File: config.mk
export PLATFORM = sky130hd
export DESIGN_NAME = ppss_iter
export DESIGN_NICKNAME = d
export VERILOG_FILES = /design/src/rtl/core/ppss_pkg.sv /design/src/rtl/core/ppss_iter.sv
export SDC_FILE = /design/constraint.sdc
export NUM_CORES = 1
export LEC_CHECK = 0
export BUFFER_PORTS_ARGS = -buffer_cell sky130_fd_sc_hd__buf_2
export CORE_MARGIN = 10
export CORE_UTILIZATION = 50
export DETAILED_ROUTE_END_ITERATION = 8
export PLACE_DENSITY = 0.7
export SYNTH_ARGS = -nofsm -noshare
export SYNTH_HDL_FRONTEND = slang
export SYNTH_SLANG_ARGS = --single-unit
File: constraint.sdc
create_clock -name i_clk -period 6 [get_ports i_clk]
set_input_delay 0.9 -clock i_clk [delete_from_list [all_inputs] [get_ports i_clk]]
set_output_delay 0.9 -clock i_clk [all_outputs]
set_load 0.03 [all_outputs]
File: src/rtl/core/ppss_pkg.sv
// Shared constants, command codes and types for the pixel pair split scorer.
// Used by ppss_tstore, ppss_iter and pixel_pair_split_scorer; no dependencies.
`default_nettype none

package ppss_pkg;

    // Store geometry and table size.
    localparam int MAX_SAMPLES = 1024;
    localparam int MAX_DIMS    = 4;
    localparam int TOP_K       = 16;

    // Field widths.
    localparam int SI_W    = 10;
    localparam int DI_W    = 2;
    localparam int MEM_AW  = SI_W + DI_W;
    localparam int TV_W    = 16;
    localparam int PIX_W   = 16;
    localparam int PAIR_W  = 10;
    localparam int SCORE_W = 32;
    localparam int RANK_W  = 4;
    localparam int CNT_W   = 11;
    localparam int DIMS_W  = 3;
    localparam int K_W     = 5;
    localparam int SUM_W   = 28;

    // Scoring datapath widths.
    localparam int DIFF_W = SUM_W + 1;
    localparam int SQ_W   = 2 * DIFF_W;
    localparam int ACC_W  = SQ_W - 8 + 2;
    localparam int RAD_W  = ACC_W + 8;
    localparam int ROOT_W = RAD_W / 2;
    localparam int REM_W  = ROOT_W + 3;
    localparam int PROD_W = CNT_W + ROOT_W;
    localparam int SACC_W = PROD_W + 1;

    // Iteration counts of the shared unit.
    localparam int DIV_STEPS  = SUM_W;
    localparam int SQRT_STEPS = ROOT_W;
    localparam int STEP_W     = 5;

    // Command codes carried in the input tuser.
    localparam logic [1:0] FUNC_LOAD = 2'd0;
    localparam logic [1:0] FUNC_EVAL = 2'd1;
    localparam logic [1:0] FUNC_EMIT = 2'd2;

    // Configuration register indexes.
    localparam logic [1:0] CFG_SAMPLES = 2'd0;
    localparam logic [1:0] CFG_DIMS    = 2'd1;
    localparam logic [1:0] CFG_RESULTS = 2'd2;

    // Operation of the shared unit.
    localparam logic MODE_DIV  = 1'b0;
    localparam logic MODE_SQRT = 1'b1;

    typedef struct packed {
        logic start;
        logic mode;
    } t_iter_req;

    typedef struct packed {
        logic              done;
        logic [ROOT_W-1:0] result;
    } t_iter_rsp;

endpackage

`default_nettype wire

File: src/rtl/core/ppss_iter.sv
// Shared bit-serial unit: unsigned restoring division or integer square root,
// one result bit per cycle. Depends on ppss_pkg for widths and request types.
`default_nettype none

module ppss_iter (
    input  wire logic                        i_clk,
    input  wire logic                        i_rst_n,
    input  wire ppss_pkg::t_iter_req         i_req,
    input  wire logic [ppss_pkg::RAD_W-1:0]  i_num,
    input  wire logic [ppss_pkg::CNT_W-1:0]  i_den,
    output ppss_pkg::t_iter_rsp              o_rsp
);

    logic                          r_busy;
    logic                          r_done;
    logic                          r_mode;
    logic [ppss_pkg::RAD_W-1:0]    r_x;
    logic [ppss_pkg::REM_W-1:0]    r_rem;
    logic [ppss_pkg::ROOT_W-1:0]   r_res;
    logic [ppss_pkg::CNT_W-1:0]    r_den;
    logic [ppss_pkg::STEP_W-1:0]   r_cnt;

    logic [ppss_pkg::REM_W-1:0]    rem_sh;
    logic [ppss_pkg::REM_W-1:0]    opb;
    logic [ppss_pkg::REM_W:0]      trial;
    logic                          ge;

    // Division brings in one dividend bit per step, the root two radicand bits.
    always_comb begin
        if (r_mode == ppss_pkg::MODE_SQRT) begin
            rem_sh = {r_rem[ppss_pkg::REM_W-3:0], r_x[ppss_pkg::RAD_W-1 -: 2]};
            opb    = {1'b0, r_res, 2'b01};
        end else begin
            rem_sh = {r_rem[ppss_pkg::REM_W-2:0], r_x[ppss_pkg::RAD_W-1]};
            opb    = {{(ppss_pkg::REM_W-ppss_pkg::CNT_W){1'b0}}, r_den};
        end
        trial = {1'b0, rem_sh} - {1'b0, opb};
        ge    = ~trial[ppss_pkg::REM_W];
    end

    always_ff @(posedge i_clk) begin
        if (!i_rst_n) begin
            r_busy <= 1'b0;
            r_done <= 1'b0;
        end else begin
            r_done <= 1'b0;
            if (i_req.start) begin
                r_busy <= 1'b1;
                r_mode <= i_req.mode;
                r_x    <= i_num;
                r_den  <= i_den;
                r_rem  <= '0;
                r_res  <= '0;
                r_cnt  <= (i_req.mode == ppss_pkg::MODE_SQRT) ?
                          ppss_pkg::STEP_W'(ppss_pkg::SQRT_STEPS) :
                          ppss_pkg::STEP_W'(ppss_pkg::DIV_STEPS);
            end else if (r_busy) begin
                r_rem <= ge ? trial[ppss_pkg::REM_W-1:0] : rem_sh;
                r_res <= {r_res[ppss_pkg::ROOT_W-2:0], ge};
                r_x   <= (r_mode == ppss_pkg::MODE_SQRT) ? (r_x << 2) : (r_x << 1);
                r_cnt <= r_cnt - ppss_pkg::STEP_W'(1);
                if (r_cnt == ppss_pkg::STEP_W'(1)) begin
                    r_busy <= 1'b0;
                    r_done <= 1'b1;
                end
            end
        end
    end

    assign o_rsp.done   = r_done;
    assign o_rsp.result = r_res;

endmodule

`default_nettype wire

# After elaboration in Yosys (flattened, before gate mapping)
# Index checks and enable logic that the tools add are counted.
dict set report word_totals {
  ff_bits 141
  latchBits 0
  ramBits 0
  mem_bits_ro 0
  in_bits 75
  out_inout_bits 31
  wordCells 33
  n_memories 0
}
dict set report classes {
  add_sub_neg 2
  n_mul 0
  div_mod_pow 0
  n_lt_le_gt_ge 0
  n_eq_ne 1
  shifts 0
  mux 15
  n_bitwise 3
  reduce_logical 4
}
# cell count
set ops {}
lappend ops {{60-bit 2-to-1 mux} 3}
lappend ops {{32-bit 2-to-1 mux} 3}
lappend ops {{33-bit by 32-bit subtractor with 34-bit output} 1}
lappend ops {{33-bit 2-to-1 mux} 1}
lappend ops {{30-bit 2-to-1 mux} 1}
lappend ops {{5-bit 2-to-1 mux} 2}
lappend ops {{5-bit by 1-bit == test with 1-bit output, second input constant} 1}
lappend ops {{5-bit by 1-bit subtractor with 5-bit output, second input constant} 1}
lappend ops {{1-bit 2-to-1 mux} 4}
lappend ops {{2-bit AND reduction} 2}
lappend ops {{1-bit inverter} 3}
lappend ops {{3-bit OR reduction} 1}
lappend ops {{2-bit 2-to-1 mux} 1}
lappend ops {{2-bit nonzero test} 1}

# Depth between registers and ports, before layout
# Gate-level depths: netlist of the first run.
dict set report logic_depth {
  ltp_word 4
  mapped_depth 17
  mapped_depth_nobuf 12
}

# Worst setup path after synthesis of the first run
# No wires, ideal clock.
dict set report synth_path {
  path_type {input to register}
  from {input i_req[1] (netlist name)}
  to {register r_cnt[0] (netlist name), enable pin}
  setup_time_ns 0.497
  arrival_ns 4.337
  t_required_ns 5.503
  path_slack_ns 1.165
  cell_stages 3
  n_path_buf 2
  cell_sequence {clkbuf_1 -> clkbuf_1 -> o21a_1}
}
dict set report synth_via {
  elab_chain_len 2
}
# item line_no
set synth_rtl {}
lappend synth_rtl {{from (decl)} ppss_iter.sv:8} ;# input wire ppss_pkg::t_iter_req i_req,
lappend synth_rtl {{2-bit nonzero test (no source line)} n/a}
lappend synth_rtl {{2-bit AND reduction (no source line)} n/a}
lappend synth_rtl {{to (signal assigned)} ppss_iter.sv:54} ;# r_cnt <= (i_req.mode == ppss_pkg::MODE_SQRT) ?
lappend synth_rtl {{to (signal assigned)} ppss_iter.sv:61} ;# r_cnt <= r_cnt - ppss_pkg::STEP_W'(1);
lappend synth_rtl {{to (decl)} ppss_iter.sv:21} ;# logic [ppss_pkg::STEP_W-1:0] r_cnt;
# No other way between the ends.
# A chain may end at the register's enable or synchronous reset.

# Final worst setup path of the first run
dict set report layout_path {
  from {register r_mode}
  to {register r_rem[15] (netlist name) (data pin)}
}
dict set report layout_via {
  elab_chain_len 4
  word_cells_on_any_way 5
  cone_classes {add/sub (1); mux (4)}
}
# item line_no
set layout_rtl {}
lappend layout_rtl {{from (decl)} ppss_iter.sv:16} ;# logic r_mode;
lappend layout_rtl {{from (signal assigned)} ppss_iter.sv:49} ;# r_mode <= i_req.mode;
lappend layout_rtl {{33-bit 2-to-1 mux or 32-bit 2-to-1 mux (tied branches)} ppss_iter.sv:30} ;# if (r_mode == ppss_pkg::MODE_SQRT) begin
lappend layout_rtl {{33-bit by 32-bit subtractor with 34-bit output} ppss_iter.sv:37} ;# trial = {1'b0, rem_sh} - {1'b0, opb};
lappend layout_rtl {{32-bit 2-to-1 mux *} ppss_iter.sv:58} ;# r_rem <= ge ? trial[ppss_pkg::REM_W-1:0] : rem_sh;
lappend layout_rtl {{32-bit 2-to-1 mux *} ppss_iter.sv:57} ;# end else if (r_busy) begin
lappend layout_rtl {{to (signal assigned)} ppss_iter.sv:58}
lappend layout_rtl {{to (decl)} ppss_iter.sv:18} ;# logic [ppss_pkg::REM_W-1:0] r_rem;
# Every way passes the cells marked *; elsewhere a longest branch is shown, timed or not. The select of a mux whose other input is x is not followed.

==> results of run 1 <==
[through the flow]
stage,cells,instance area (um2),util,hold WS (ps),worst slack (ps)
5_1_grt,1112,9820,0.588,560,1370
3_3_place_gp,1080,9240,0.553,520,1810
3_5_place_dp,1080,9240,0.553,523,1720
6_report,1112,9820,0.588,531,1650
2_1_floorplan,794,8580,-,499,1170
4_1_cts,1112,9820,0.588,532,1670
[sequential cells by signal, indices dropped and copies added, names as in the netlist]
| name | count |
|---|---|
| r_busy | 1 |
| r_cnt | 5 |
| r_den | 11 |
| r_done | 1 |
| r_mode | 1 |
| r_rem | 32 |
| r_res | 30 |
| r_x | 60 |
[critical path, stage by stage, from the launching register on]
cell and delay [ps]:
edfxtp_1 390, buf_12 400, mux2_2 410, ha_1 400, a21oi_2 180, o21ai_1 100, a211oi_1 230, o21ai_1 170
a22oi_1 200, nand2_2 100, o21ai_4 820, buf_4 320, mux2i_1 230, nor2_1 50
[routing by layer]
metal | share of wire | routed length (um) | GRT usage | vias to the layer above
met3 | 0.035 | 606 | 0.0367 | 14
met4 | 0.014 | 238 | 0.0448 | 0
met2 | 0.45 | 7960 | 0.236 | 113
met5 | 0 | 0 | 0 | -
li1 | - | - | - | 3083
met1 | 0.50 | 8760 | 0.221 | 2853
[path summary, 6_finish.rpt]
| path | startpoint | endpoint | depth (start not counted) |
|---|---|---|---|
| setup / recovery | r_mode | r_rem[15] | 13 |
| hold / removal | r_busy | r_done | 1 |
| setup reg to reg | r_mode | r_rem[15] | 13 |
| hold reg to reg | r_busy | r_done | 1 |
[cells in the mapped netlist (16+ instances only)]
cell | number | area, um2
a21oi_1 | 34 | 170
edfxtp_1 | 139 | 4170
nor2_1 | 55 | 206
nor2b_1 | 36 | 225
nand2_1 | 100 | 375
clkbuf_1 | 29 | 109
mux2i_1 | 98 | 981
o21ai_0 | 72 | 360
mux2_2 | 30 | 338
ha_1 | 34 | 425
xnor2_1 | 16 | 140
[kinds of logic after synthesis]
group                    after synthesis
AND/OR/NAND/NOR                      238
AO/OA/AOI/OAI                        167
flip-flops                           141
multiplexers                         128
buffers and inverters                 58
adder cells (fa/ha/maj)               35
XOR/XNOR                              27
[where the power goes]
part,internal [W],leakage [nW],switching [W],total (W)
clock,0.000586,0.278,0.000454,0.00104
sequential,0.00121,1.36,0.0000449,0.00125
combinational,0.000401,2.34,0.000533,0.000934
[final cells by class]
| type | count | area (um2) |
|---|---|---|
| multi-input combinational | 595 | 4110 |
| sequential | 141 | 4210 |
| clock buffer | 17 | 425 |
| timing repair buffer | 112 | 593 |
| inverter | 12 | 45.0 |
| fill | 1471 | 6880 |
| tap | 220 | 275 |
| clock inverter | 15 | 155 |
==> impl_metrics.yaml, run 1 <==
run_status:
  status: "complete, no violations"
clock_tree:
  cts.repair.resized: 0
  cts_root_buffer: "clkbuf_16"
  numClockSinks: 141
  cts_buffers: 17
  clockBufferDepth: 2
  postCtsHoldBufs: 0
  post_cts.repair.setup_buffers: 0
  cts.htree.levels: 4
  clkTransAtPathRegs_ps: 60
  cts_tree: "done"
  clkLatencyLatePin_ps: 420
route:
  totalWireLength_um: 17600
  vias: 6063
  drcViolationCount: 0
  antenna_left: 0
  via_per_inst: 5.45
  drt_iter0_drc: 397
  wl_per_cell_um: 15.8
  dr.pass1.iters: 4
yosys:
  synth.avg_cell_area_um2: 10.8
  synth-compound-area-share: 0.118
  ys_seq_elements: 141
  synth.area.mux_share: 0.154
  synth_edf_count: 139
  ys.warnings.count: 0
  synth-xor-area-share: 0.0276
  synthArstFlopShare: 0
  synth_fa_ha_area_frac: 0.0519
  syn_inst: 794
  synth_top_family_by_area: "multiplexers"
  ys_seq_area_frac: 0.491
  yosys.cell_types.count: 59
  ys.flop_type: "edfxtp_1"
  synthSimpleGateAreaFrac: 0.127
  syn_nets: 904
  syn-cell-area_um2: 8580
critical_path:
  critPathCaptureType: "flip-flop"
  r2r_slack_ps: 1650
  startpoint_type: "flip-flop"
  arrival_ps: 4490
  crit_fanout: 89
  path_class: "reg -> reg"
  crit_required_ps: 6140
sta:
  period_share: 0.725
  finalSetupViolCount: 0
  rsz0062_at_grt: "false"
  maxSlewViolCount: 0
  tightest_slew_ps: 1030
  setup_tns_ps: 0
  period_needed_ps: 4350
  max_freq_mhz: 230
  fin_skew_ps: 6.79
  slew-limit-headroom: 0.312
  hold_viol_final: 0
global_routing:
  grt_max_degree: 116
  track_usage: 0.157
  grt_pass1_vias: 6029
  antenna_found_initial: 0
  grt_pass1_wl_um: 29300
  grt_overflow: 0
placement:
  gp_congestion: 0.877
  portBuffers: 105
  dp_hpwl_um: 12300
floorplan:
  rows: 47
  io-pin-count: 106
  dieArea_um2: 22800
  start_util: 0.514
  core_area_um2: 16700
  die_h_um: 151
  die-width_um: 151
finish:
  layout_commonest_cell: "edfxtp_1"
  final_net_count: 989
  synthToLayoutAreaGrowth_pct: 14.5
  drive_gt1_frac: 0.214
  antenna_cells: 0
  layout_common_cells: "139 x edfxtp_1, 104 x buf_2, 100 x nand2_1"
power:
  irDropWorstVdd_uv: 220
  p_total_w: 0.00322
  powerDensity_nw_per_um2: 328
  p_leak_nw: 3.98
worst_hold_path:
  hp-class: "reg -> reg"
run:
  drv_cap: 0
(Power assumes the default switching activity.)
==> run 2: changes to the inputs <==
ABC_AREA = 1   (was default)
clock period = 4.5 ns   (was 6 ns; I/O delays follow)
==> impl_metrics.yaml, run 2 <==
run_status:
  status: "complete, no violations"
global_routing:
  antenna_found_initial: 0
  grt_pass1_wl_um: 40700
  track_usage: 0.191
  grt_pass1_vias: 8235
  grt_overflow: 0
  grt_max_degree: 92
route:
  via_per_inst: 5.00
  totalWireLength_um: 24600
  vias: 8455
  antenna_left: 0
  wl_per_cell_um: 14.6
  drt_iter0_drc: 685
  dr.pass1.iters: 8
  drcViolationCount: 0
finish:
  nFillCells: 1798
  antenna_cells: 0
  largest_reg_flops: 60
  final_net_count: 1527
  layout_common_cells: "413 x nand2_1, 201 x inv_1, 154 x nor2_1"
  drive_gt1_frac: 0.150
  fin_area_um2: 11000
  fin_util: 0.582
  layout_commonest_cell: "nand2_1"
  largest-register: "r_x"
  synthToLayoutAreaGrowth_pct: 13.3
  top_regs: "r_x: 60 flops, r_rem: 32 flops, r_res: 30 flops"
floorplan:
  die_h_um: 160
  rows: 50
  core_area_um2: 19000
  die-width_um: 160
  io-pin-count: 106
  dieArea_um2: 25400
  start_util: 0.513
yosys:
  yosys.cell_types.count: 38
  ys_seq_area_frac: 0.433
  synth_top_cells_by_count: "413 x nand2_1, 201 x inv_1, 154 x nor2_1"
  synth.area.top_cells: "edfxtp_1 43%, nand2_1 16%, inv_1 7.8%"
  ys.warnings.count: 0
  syn_inst: 1337
  synth_top_area_share: 0.429
  syn-cell-area_um2: 9730
  synth_top_area_cell: "edfxtp_1"
  synth.avg_cell_area_um2: 7.28
  synthArstFlopShare: 0
  ys.flop_type: "edfxtp_1"
  synth_edf_count: 139
  ys_seq_elements: 141
  yosysMostFrequentCell: "nand2_1"
  syn_nets: 1447
worst_hold_path:
  hp-class: "in -> reg"
clock_tree:
  cts_buffers: 17
  cts_tree: "done"
  post_cts.repair.setup_buffers: 0
  clkLatencyLatePin_ps: 430
  postCtsHoldBufs: 0
  cts.repair.resized: 0
  cts_root_buffer: "clkbuf_16"
  cts.htree.levels: 4
  clkTransAtPathRegs_ps: 70
  clockBufferDepth: 2
  numClockSinks: 141
critical_path:
  crit_buf_inv: 3
  crit_path_cell_trace: "buf_4 -> o21ai_0 -> inv_1 -> ha_1 -> nand2_1 -> nor2_1 -> nand2_1 -> nor2_2 -> nand2_4 -> nand2_8 -> inv_6 -> nor2_1 -> nor2_1"
  crit_top_cell: "nor2_1"
  critPathCaptureType: "flip-flop"
  slowest_stage: "o21ai_0"
  crit_required_ps: 4690
  path_class: "reg -> reg"
  crit_fanout: 75
  cp_top_family: "simple AND/OR/NAND/NOR gates"
  startpoint_type: "flip-flop"
  arrival_ps: 3700
  slowest_delay_ps: 500
power:
  pwr-share-seq: 0.378
  p_leak_nw: 5.41
  powerDensity_nw_per_um2: 395
  comb_power_share: 0.310
  p_sw_w: 0.00158
  irDropWorstVdd_uv: 278
  power.internal_w: 0.00278
  p_clk_frac: 0.312
  sw_frac_of_total: 0.361
run:
  drv_cap: 0
sta:
  period_needed_ps: 3510
  setup_tns_ps: 0
  maxSlewViolCount: 0
  tightest_slew_ps: 969
  hold_viol_final: 0
  fin_skew_ps: 17.8
  slew-limit-headroom: 0.352
  rsz0062_at_grt: "false"
  period_share: 0.779
  max_freq_mhz: 285
  finalSetupViolCount: 0
placement:
  dp_hpwl_um: 17600
  placed_area_um2: 10500
  portBuffers: 105
  gp_congestion: 1.02
## run 2: path summary, 6_finish.rpt
path                                  end      from  slack [ps]  depth (start not counted)
worst max-delay path            r_rem[16]    r_mode         990                         13
worst min-delay path             r_den[5]  i_den[5]         420                          1
worst max register to register  r_rem[16]    r_mode         990                         13
worst min register to register     r_done    r_busy         510                          2
## run 2: kinds of logic (layout without fill, tap and decap cells)
group | Yosys count | in the layout | synth area share
AND/OR/NAND/NOR | 696 | 696 | 0.304
AO/OA/AOI/OAI | 182 | 182 | 0.0946
adder cells (fa/ha/maj) | 35 | 35 | 0.0458
multiplexers | 1 | 1 | 0.00103
flip-flops | 141 | 141 | 0.433
buffers and inverters | 267 | 360 | 0.108
XOR/XNOR | 15 | 15 | 0.0135
## run 2: layer usage
metal | vias to the layer above | GRT usage | share of wire | wire length (um)
li1 | 4382 | - | - | -
met1 | 3823 | 0.253 | 0.46 | 11300
met2 | 228 | 0.308 | 0.47 | 11500
met3 | 22 | 0.0418 | 0.061 | 1490
met4 | 0 | 0.0548 | 0.013 | 331
met5 | - | 0 | 0 | 0
## run 2: worst reg2reg max path, stage by stage, from the launching register on
cell and delay [ps]:
edfxtp_1 450, buf_4 380, o21ai_0 530, inv_1 90
ha_1 400, nand2_1 120, nor2_1 200, nand2_1 110
nor2_2 190, nand2_4 230, nand2_8 230, inv_6 140
nor2_1 160, nor2_1 50
## run 2: final cells by class
class / count / area, um2 / area share
Clock buffer: 17 / 425 / 0.0386
Clock inverter: 15 / 135 / 0.0123
Inverter: 215 / 817 / 0.0741
Multi-Input combinational cell: 929 / 4470 / 0.406
Sequential cell: 141 / 4210 / 0.382
Tap cell: 260 / 325 / 0.0295
Timing Repair Buffer: 113 / 638 / 0.0579
## run 2: stage by stage
stage                     total power (W)  instances  setup WS, ps  hold slack (ps)
after floorplan                   0.00271       1337           658              479
after global placement            0.00300       1658          1090              502
after detailed placement          0.00302       1658          1030              496
after CTS                         0.00438       1690          1010              406
after global routing              0.00464       1690           674              409
final                             0.00436       1690           995              417
## run 2: power by group through the flow
| stage | sequential (W) | clock (W) | combinational (W) |
|---|---|---|---|
| after floorplan | 0.00169 | 0 | 0.00102 |
| after global placement | 0.00167 | 0 | 0.00133 |
| after detailed placement | 0.00167 | 0 | 0.00135 |
| after CTS | 0.00165 | 0.00138 | 0.00136 |
| after global routing | 0.00166 | 0.00144 | 0.00154 |
| final | 0.00165 | 0.00136 | 0.00135 |
